## config.mk

```make
export PLATFORM = sky130hd
export DESIGN_NAME = recursive_mutex_fifo_handoff_top
export DESIGN_NICKNAME = d
export VERILOG_FILES = /design/src/design/rmfh_pkg.sv /design/src/design/rmfh_wait_queue.sv /design/src/design/recursive_mutex_fifo_handoff_top.sv
export SDC_FILE = /design/constraint.sdc
export NUM_CORES = 1
export LEC_CHECK = 0
export BUFFER_PORTS_ARGS = -buffer_cell sky130_fd_sc_hd__buf_2
export CORE_AREA = 2 2 174 176
export CTS_CLUSTER_SIZE = 24
export DETAILED_ROUTE_END_ITERATION = 10
export DIE_AREA = 0 0 176 178
export PLACE_DENSITY = 0.6
export SLEW_MARGIN = 20
export SYNTH_ARGS = -nofsm -noshare
export SYNTH_HDL_FRONTEND = slang
export SYNTH_HIERARCHICAL = 1
export SYNTH_SLANG_ARGS = --single-unit
```

## constraint.sdc

```tcl
create_clock -name clk -period 4.9 [get_ports clk]
set_input_delay 0.245 -clock clk [delete_from_list [all_inputs] [get_ports clk]]
set_output_delay 0.245 -clock clk [all_outputs]
set_load 0.005 [all_outputs]
```

## src/design/rmfh_pkg.sv

```systemverilog
// Package for the recursive lock with FIFO wait queue.
// Holds sizes, status codes, FSM states and the queue interface structs.
// No dependencies.
package rmfh_pkg;

    localparam int MAX_TASKS  = 32;
    localparam int COUNT_BITS = 16;
    localparam int TASK_W     = 5;
    localparam int PTR_W      = $clog2(MAX_TASKS);
    localparam int FILL_W     = PTR_W + 1;

    typedef logic [TASK_W-1:0]     task_t;
    typedef logic [COUNT_BITS-1:0] count_t;
    typedef logic [PTR_W-1:0]      ptr_t;
    typedef logic [FILL_W-1:0]     fill_t;

    localparam count_t COUNT_MAX = '1;
    localparam fill_t  FILL_FULL = FILL_W'(MAX_TASKS);

    // Request codes
    localparam logic REQ_LOCK   = 1'b0;
    localparam logic REQ_UNLOCK = 1'b1;

    typedef enum logic [2:0] {
        ST_ACQUIRED    = 3'd0,
        ST_NESTED      = 3'd1,
        ST_QUEUED      = 3'd2,
        ST_NESTED_REL  = 3'd3,
        ST_FREED       = 3'd4,
        ST_HANDOFF     = 3'd5,
        ST_IGNORED     = 3'd6,
        ST_REJECTED    = 3'd7
    } status_t;

    typedef enum logic {
        FSM_IDLE = 1'b0,
        FSM_POP  = 1'b1
    } fsm_t;

    // Commands from the lock logic to the wait queue
    typedef struct packed {
        logic push;
        logic pop;
    } queue_cmd_t;

    // Queue status back to the lock logic
    typedef struct packed {
        logic  empty;
        logic  full;
        fill_t fill;
    } queue_stat_t;

endpackage

```

## src/design/rmfh_wait_queue.sv

```systemverilog
// Wait queue: circular buffer of task ids in a synchronous memory.
// Pop reads the head entry; the data is registered and valid in the cycle after the pop.
// Depends on rmfh_pkg.
module rmfh_wait_queue (
    input  logic                    clk,
    input  logic                    rst_n,
    input  rmfh_pkg::queue_cmd_t    cmd,
    input  rmfh_pkg::task_t         push_task,
    output rmfh_pkg::queue_stat_t   stat,
    output rmfh_pkg::task_t         head_task
);
    import rmfh_pkg::*;

    task_t mem [MAX_TASKS];
    task_t rd_data_reg;
    ptr_t  head_reg, head_next;
    ptr_t  tail_reg, tail_next;
    fill_t fill_reg, fill_next;

    function automatic ptr_t ptr_inc(input ptr_t p);
        ptr_inc = (p == PTR_W'(MAX_TASKS - 1)) ? '0 : p + 1'b1;
    endfunction

    // Pointer and fill update
    always_comb
    begin
        head_next = head_reg;
        tail_next = tail_reg;
        fill_next = fill_reg;
        if (cmd.push)
        begin
            tail_next = ptr_inc(tail_reg);
            fill_next = fill_reg + 1'b1;
        end
        else if (cmd.pop)
        begin
            head_next = ptr_inc(head_reg);
            fill_next = fill_reg - 1'b1;
        end
    end

    always_ff @(posedge clk or negedge rst_n)
    begin
        if (!rst_n)
        begin
            head_reg <= '0;
            tail_reg <= '0;
            fill_reg <= '0;
        end
        else
        begin
            head_reg <= head_next;
            tail_reg <= tail_next;
            fill_reg <= fill_next;
        end
    end

    // Memory: one write port, one registered read port
    always_ff @(posedge clk)
    begin
        if (cmd.push)
        begin
            mem[tail_reg] <= push_task;
        end
        if (cmd.pop)
        begin
            rd_data_reg <= mem[head_reg];
        end
    end

    assign stat.empty = (fill_reg == '0);
    assign stat.full  = (fill_reg >= FILL_FULL);
    assign stat.fill  = fill_reg;
    assign head_task  = rd_data_reg;

endmodule

```

## src/design/recursive_mutex_fifo_handoff_top.sv

```systemverilog
// Recursive lock with FIFO wait queue: top level with request decode and result register.
// Depends on rmfh_pkg and rmfh_wait_queue.
//
// One request item in, one result item out. An unlock that hands the lock to the oldest
// waiter passes through the POP state, since the waiter's id comes from the wait-queue
// memory, which has a registered read port. A new item is taken as soon as the lock logic
// is idle and the result register is empty or being drained, so the rate is one item per
// cycle, except that no new item is taken during a handoff. Waiters are kept in a
// MAX_TASKS-deep memory; locks that find the queue full or the count at its maximum are
// answered with status rejected and change nothing. No clearing pass is needed after reset.
module recursive_mutex_fifo_handoff_top (
    input  logic                clk,
    input  logic                rst_n,
    input  logic                in_valid,
    output logic                in_stall,
    input  logic                req_type,
    input  rmfh_pkg::task_t     task_id,
    output logic                out_valid,
    input  logic                out_stall,
    output logic [2:0]          status,
    output logic                lock_held,
    output rmfh_pkg::task_t     owner_task,
    output rmfh_pkg::count_t    hold_count,
    output logic                woken_valid,
    output rmfh_pkg::task_t     woken_task
);
    import rmfh_pkg::*;

    fsm_t        state_reg, state_next;
    task_t       owner_reg, owner_next;
    count_t      count_reg, count_next;

    logic        ov_reg, ov_next;
    status_t     st_reg, st_next;
    logic        held_reg, held_next;
    task_t       own_out_reg, own_out_next;
    count_t      cnt_out_reg, cnt_out_next;
    logic        wv_reg, wv_next;
    task_t       wt_reg, wt_next;

    queue_cmd_t  q_cmd;
    queue_stat_t q_stat;
    task_t       q_head;

    logic        accept;
    logic        out_free;
    logic        held;

    rmfh_wait_queue u_queue (
        .clk       (clk),
        .rst_n     (rst_n),
        .cmd       (q_cmd),
        .push_task (task_id),
        .stat      (q_stat),
        .head_task (q_head)
    );

    assign out_free = !ov_reg || !out_stall;
    assign in_stall = !((state_reg == FSM_IDLE) && out_free);
    assign accept   = in_valid && !in_stall;
    assign held     = (count_reg != '0);

    // Request decode, lock state update and result formation
    always_comb
    begin
        state_next   = state_reg;
        owner_next   = owner_reg;
        count_next   = count_reg;
        q_cmd        = '0;
        ov_next      = ov_reg && out_stall;
        st_next      = st_reg;
        held_next    = held_reg;
        own_out_next = own_out_reg;
        cnt_out_next = cnt_out_reg;
        wv_next      = wv_reg;
        wt_next      = wt_reg;

        case (state_reg)
            FSM_IDLE:
            begin
                if (accept)
                begin
                    wv_next = 1'b0;
                    wt_next = '0;
                    if (req_type == REQ_LOCK)
                    begin
                        if (!held)
                        begin
                            owner_next = task_id;
                            count_next = count_t'(1);
                            st_next    = ST_ACQUIRED;
                        end
                        else if (owner_reg == task_id)
                        begin
                            if (count_reg == COUNT_MAX)
                            begin
                                st_next = ST_REJECTED;
                            end
                            else
                            begin
                                count_next = count_reg + 1'b1;
                                st_next    = ST_NESTED;
                            end
                        end
                        else if (q_stat.full)
                        begin
                            st_next = ST_REJECTED;
                        end
                        else
                        begin
                            q_cmd.push = 1'b1;
                            st_next    = ST_QUEUED;
                        end
                    end
                    else
                    begin
                        if (!held || owner_reg != task_id)
                        begin
                            st_next = ST_IGNORED;
                        end
                        else if (count_reg > count_t'(1))
                        begin
                            count_next = count_reg - 1'b1;
                            st_next    = ST_NESTED_REL;
                        end
                        else if (!q_stat.empty)
                        begin
                            // head read is in flight; finish next cycle
                            q_cmd.pop  = 1'b1;
                            state_next = FSM_POP;
                        end
                        else
                        begin
                            owner_next = '0;
                            count_next = '0;
                            st_next    = ST_FREED;
                        end
                    end

                    if (state_next == FSM_IDLE)
                    begin
                        ov_next      = 1'b1;
                        held_next    = (count_next != '0);
                        own_out_next = (count_next != '0) ? owner_next : '0;
                        cnt_out_next = count_next;
                    end
                end
            end

            FSM_POP:
            begin
                // result register was emptied when this item was taken
                owner_next   = q_head;
                count_next   = count_t'(1);
                state_next   = FSM_IDLE;
                ov_next      = 1'b1;
                st_next      = ST_HANDOFF;
                held_next    = 1'b1;
                own_out_next = q_head;
                cnt_out_next = count_t'(1);
                wv_next      = 1'b1;
                wt_next      = q_head;
            end

            default:
            begin
                state_next = FSM_IDLE;
            end
        endcase
    end

    // Control and lock state
    always_ff @(posedge clk or negedge rst_n)
    begin
        if (!rst_n)
        begin
            state_reg <= FSM_IDLE;
            owner_reg <= '0;
            count_reg <= '0;
            ov_reg    <= 1'b0;
        end
        else
        begin
            state_reg <= state_next;
            owner_reg <= owner_next;
            count_reg <= count_next;
            ov_reg    <= ov_next;
        end
    end

    // Result payload
    always_ff @(posedge clk)
    begin
        st_reg      <= st_next;
        held_reg    <= held_next;
        own_out_reg <= own_out_next;
        cnt_out_reg <= cnt_out_next;
        wv_reg      <= wv_next;
        wt_reg      <= wt_next;
    end

    assign out_valid   = ov_reg;
    assign status      = st_reg;
    assign lock_held   = held_reg;
    assign owner_task  = own_out_reg;
    assign hold_count  = cnt_out_reg;
    assign woken_valid = wv_reg;
    assign woken_task  = wt_reg;

    // Checks
    a_fill_bound: assert property (@(posedge clk) disable iff (!rst_n)
        q_stat.fill <= FILL_FULL)
        else $error("wait queue fill above depth");

    a_pop_completes: assert property (@(posedge clk) disable iff (!rst_n)
        (state_reg == FSM_POP) |=> (out_valid && woken_valid && lock_held))
        else $error("handoff did not produce a result");

    a_woken_status: assert property (@(posedge clk) disable iff (!rst_n)
        out_valid |-> (woken_valid == (status == ST_HANDOFF)))
        else $error("woken flag disagrees with status");

    a_held_count: assert property (@(posedge clk) disable iff (!rst_n)
        out_valid |-> (lock_held == (hold_count != '0)))
        else $error("held flag disagrees with count");

endmodule
```

Word level (Yosys, flattened, before mapping)
Memories as Yosys holds them, arrays and structs flattened. A register that Yosys moved wholly into a read port is not among the register bits.
Index checks and enable logic that the tools add are counted.
{ "classes": {"add_sub_neg": 6, "multipliers": 0, "n_div": 0, "order_cmp": 2, "eq_ne": 8, "shift": 0, "muxes": 65, "bitwise": 2, "reduce_logical": 16} }
{ "op_table": {"columns": ["cell", "count"], "rows": [
  ["2-to-1 mux 16 bit", 12],
  ["one-hot mux 16 bit (2 select lines)", 2],
  ["2-to-1 mux 5 bit", 12],
  ["nonzero test 16 bit", 2],
  ["one-hot mux 5 bit (2 select lines)", 3],
  ["2-to-1 mux 3 bit", 9],
  ["2-to-1 mux 1 bit", 18],
  ["adder 16 x 1 -> 16 bit (second input constant)", 1],
  ["equality test 16 bit (second input constant)", 1],
  ["greater-than comparator 16 x 1 -> 1 bit (second input constant)", 1],
  ["subtractor 16 x 1 -> 16 bit (second input constant)", 1],
  ["2-to-1 mux 6 bit", 2],
  ["adder 5 x 1 -> 5 bit (second input constant)", 2],
  ["equality test 5 bit (second input constant)", 2],
  ["one-hot mux 1 bit (2 select lines)", 4],
  ["adder 6 x 1 -> 6 bit (second input constant)", 1],
  ["greater-or-equal comparator 6 bit (second input constant)", 1],
  ["zero test 6 bit", 1],
  ["one-hot mux 3 bit (2 select lines)", 1],
  ["AND reduction 2 bit", 3],
  ["subtractor 6 x 1 -> 6 bit (second input constant)", 1],
  ["equality test 5 bit", 1],
  ["inequality test 5 x 3 -> 1 bit (second input constant)", 1],
  ["inequality test 5 bit", 1],
  ["other kinds (7)", 16]
]} }
{ "word_totals": {"ff_bits": 70, "latchBits": 0, "mem_bits_rw": 160, "mem_bits_ro": 0, "input_bits": 10, "out_inout_bits": 33, "elab_cells": 113, "n_memories": 1} }
{ "mem_list": {"columns": ["name", "depth", "width", "read_ports", "rd_clocked_by_memory_dff", "wr", "line_no", "text"], "rows": [
  ["u_queue.mem", 32, 5, 1, 1, 1, "rmfh_wait_queue.sv:14", "task_t mem [MAX_TASKS];"]
]} }

Logic depth before layout (Yosys ltp)
{ "logic_depth": {"depth_word": 12, "mapped_depth": 14} }

Cells and area by module
The synthesis kept the hierarchy.
{ "modules_own_cells": {"columns": ["module", "instances", "cells_each", "area_each_um2", "seq_area_each_um2"], "rows": [
  ["rmfh_wait_queue", 1, 410, 7397.1, 5355.1],
  ["recursive_mutex_fifo_handoff_top", 1, 392, 3644.7, 1506.4]
]} }

Worst setup path after synthesis
OpenSTA, ideal clock, no wires.
{ "synth_path": {"path_kind": "flip-flop to flip-flop", "startpoint": "register count_reg[0]", "endpoint": "register u_queue.fill_reg[5]", "setup_time_ns": 0.079, "t_arrival_ns": 3.460, "t_required_ns": 4.821, "slack_ns": 1.360, "path_stages_with_launch": 15, "path_buffers": 2, "period_less_slack_ns": 3.540, "cell_sequence": "dfrtp_1 inv_1 ha_1 nor4b_2 nand4_2 nand2_1 nor4_1 clkbuf_1 clkbuf_1 inv_1 ha_1 or4b_2 nand3_1 a311o_1 xor2_1"} }
{ "synth_lines": {"columns": ["item", "line_no", "text"], "rows": [
  ["start: declaration", "recursive_mutex_fifo_handoff_top.sv:31", "count_t count_reg, count_next;"],
  ["start signal: assignment", "recursive_mutex_fifo_handoff_top.sv:186", "count_reg <= count_next;"],
  ["end signal: assignment", "rmfh_wait_queue.sv:54", "fill_reg <= fill_next;"],
  ["end: declaration", "rmfh_wait_queue.sv:18", "fill_t fill_reg, fill_next;"]
]} }

==> results by group <==
Timing
  – Period utilization: 0.756
  – Final Max Slew Viols: 0
  – Final Worst Setup Slack: about 1.2 ns
  – Tmin final: around 3.7 ns
  – Worst slew pin tran: roughly 1.0 ns
  – Skew final: roughly 0.018 ns
  – Fmax: 0.270 GHz
  – TNS Setup: 0 ns
  – Final setup viols: 0
  – Rel. slew slack: 0.327
  – Final Hold Fails: 0
  – RSZ-0062 raised after global routing: no

Logic synthesis
  – Post-synthesis async set-or-reset flop share: 0.166
  – Synthesized flop and latch total: between 200 and 250
  – Avg Cell Area, Syn: approximately 14 um2
  – Yosys cell types: 80
  – Mapped Area: around 0.011 mm2
  – Sequential cell area fraction in the yosys report: 0.621
  – Area contributors post-synth: edfxtp_1 (53%), dfrtp_1 (8.8%), mux4_2 (5.9%)
  – Synth area leader: edfxtp_1
  – Synth cell count leaders: edfxtp_1 (196), nor2_1 (68), nand2_1 (47)
  – Warnings from Yosys: 6
  – Gate Count Post-Synth: approximately 800
  – Post-synth EDFFs: 196
  – Synth top area share: 0.533
  – Mapped Nets: approximately 830
  – Main flop type after synthesis: edfxtp_1
  – Most used standard cell by instance count after synthesis: edfxtp_1

Worst setup path
  – Worst R2R Start: count_reg[4]
  – Crit path from: count_reg[4]
  – CP Max Fanout: 16
  – Critical path class: reg -> reg
  – CP Launch Type: register
  – Worst Path Arrival: approximately 4.2 ns
  – Worst Setup End Kind: register
  – CP Data Required Time: 5.34 ns

Placement
  – Placer congestion estimate: 0.937
  – Placed cells: ~1200
  – Area after DPL: between 0.01 and 0.015 mm2
  – Placed wire-length estimate: 17800 um
  – Post-place setup slack: roughly 1.3 ns
  – Buffers on Ports: between 40 and 50

Routing
  – Vias: around 7000
  – Total Wirelength: about 26000 um
  – Via-to-Cell Ratio: roughly 5.6
  – DRC Markers: 0
  – Number of DRC markers in iteration 0: just under 600
  – Pre-antenna DRT Iters: 5
  – Routed len/inst: 21.3 um
  – Antenna viol nets, final: 0

Floorplanning
  – Die area: between 0.03 and 0.04 mm2
  – Chip Width: around 180 um
  – Die height: about 180 um
  – Core box area: between 0.02 and 0.03 mm2
  – # rows: 63
  – Initial Utilization: 0.376
  – Ports: 43

Final layout
  – Nets@finish: between 800 and 900
  – Layout cells sized above 1: 0.176
  – Filler cells: about 2700
  – Final Core Density: 0.419
  – Area delta synth->final: 11.6%
  – Multi-input logic area: just under 0.004 mm2
  – Ant diodes: 0
  – Register area: about 0.0069 mm2
  – Final Cell Area: roughly 0.012 mm2
  – Max reg flops: between 150 and 200
  – Cell Count, Final, Fillers Out: ~1200

Flow run
  – Max Cap Viol: 0

Clocking
  – Max Root-Sink Buffers: 3
  – CTS Buf Count: 24
  – H-tree depth: 1
  – Root Buffer: clkbuf_16
  – Post-CTS Setup Inserts: 0
  – Clock latency on the worst-skew pair: roughly 0.53 ns
  – CTS tree: done
  – CTS clock-pin slew for the worst setup and hold paths: 0.06 ns
  – Clock Sinks: about 240

Global route
  – First-pass GRT wire length: ~41000 um
  – GRT Total Usage: 0.171
  – Overflow after GRT: 0
  – Largest net degree at the start of global routing: a little over 50
  – Vias in the first global route: 6882
  – Antenna violations before repair: 0

Run status
  – Status: completed

Power and ir drop
  – Lkg Pwr: between 4 and 5 nW
  – Maximum VDD drop: roughly 0.27 mV
  – Pwr Density: approximately 450 mW/mm2

Worst hold path
  – Hold Crit Start: task_id[3]
  – Hold/Removal Path Class: in -> reg
==> kinds of logic (layout without fill, tap and decap cells) <==
logic type | after synthesis | after routing | share of synthesized area
AND/OR/NAND/NOR | 258 | 258 | 0.128
flip-flops | 235 | 235 | 0.621
AO/OA/AOI/OAI | 151 | 151 | 0.0951
multiplexers | 64 | 64 | 0.0959
buffers and inverters | 63 | 113 | 0.0291
adder cells (fa/ha/maj) | 16 | 16 | 0.0188
XOR/XNOR | 15 | 15 | 0.0119
==> metrics by stage <==
| stage | hold WS (ns) | power, mW |
|---|---|---|
| floorplan | -0.0506 | 3.58 |
| global placement | 0.361 | 3.95 |
| detailed placement | 0.363 | 3.93 |
| CTS | 0.0611 | 5.64 |
| global route | 0.0772 | 5.89 |
| finish | 0.0727 | 5.60 |
==> per-layer routing <==
metal	routed length (um)	vias up	GRT usage	share of wire
met4	574	0	0.0479	0.022
met3	1740	36	0.0241	0.066
met5	0	-	0	0
met1	11900	3516	0.243	0.45
li1	-	3200	-	-
met2	12300	244	0.278	0.46
==> critical path: stages (launching register included) <==
cell and delay [ns]:
dfrtp_1 0.58, nor4_4 0.53, nand4_1 0.27, nor3_1 0.74
nand2_1 0.22, nor2_1 0.14, buf_4 0.20, or4b_2 0.60
nand3_1 0.09, a311o_1 0.13, xor2_1 0.14
==> cell usage in the layout, fill, tap and decap left out, types with 25 or more instances in the layout <==
master	count
edfxtp_1	196
nor2_1	68
nand2_1	47
buf_2	42
dfrtp_1	38
o21ai_0	34
mux4_2	29
mux2i_1	27
nand3_1	25
nor3_1	25
==> where the power goes <==
group          total (mW)  leakage (nW)  switching, mW  internal, mW
Clock                1.69         0.347          0.733         0.954
Combinational        1.30          1.48          0.762         0.537
Sequential           2.61          2.29          0.264          2.35
==> final cells by class <==
| cell class | instances | share of cell area |
|---|---|---|
| Timing Repair Buffer | 57 | 0.0266 |
| Inverter | 12 | 0.00366 |
| Tap cell | 390 | 0.0396 |
| Clock inverter | 9 | 0.00487 |
| Multi-Input combinational cell | 504 | 0.314 |
| Sequential cell | 235 | 0.557 |
| Clock buffer | 35 | 0.0545 |
==> path summary, 6_finish.rpt <==
kind | to | slack, ns | depth (start not counted)
setup / recovery | u_queue/fill_reg[5] | 1.20 | 10
hold / removal | u_queue/mem[14][3] | 0.07 | 1
setup reg to reg | u_queue/fill_reg[5] | 1.20 | 10
hold reg to reg | out_valid | 0.51 | 1
max in group asynchronous | u_queue/head_reg[0] | 4.13 | 3
min in group asynchronous | count_reg[0] | 0.34 | 3
==> timing repair <==
item / in CTS / in global routing
hold buffers: 2 / 0
resized for setup: 0 / 0
hold endpoints to repair: 40 / 0
(Power assumes the default switching activity.)
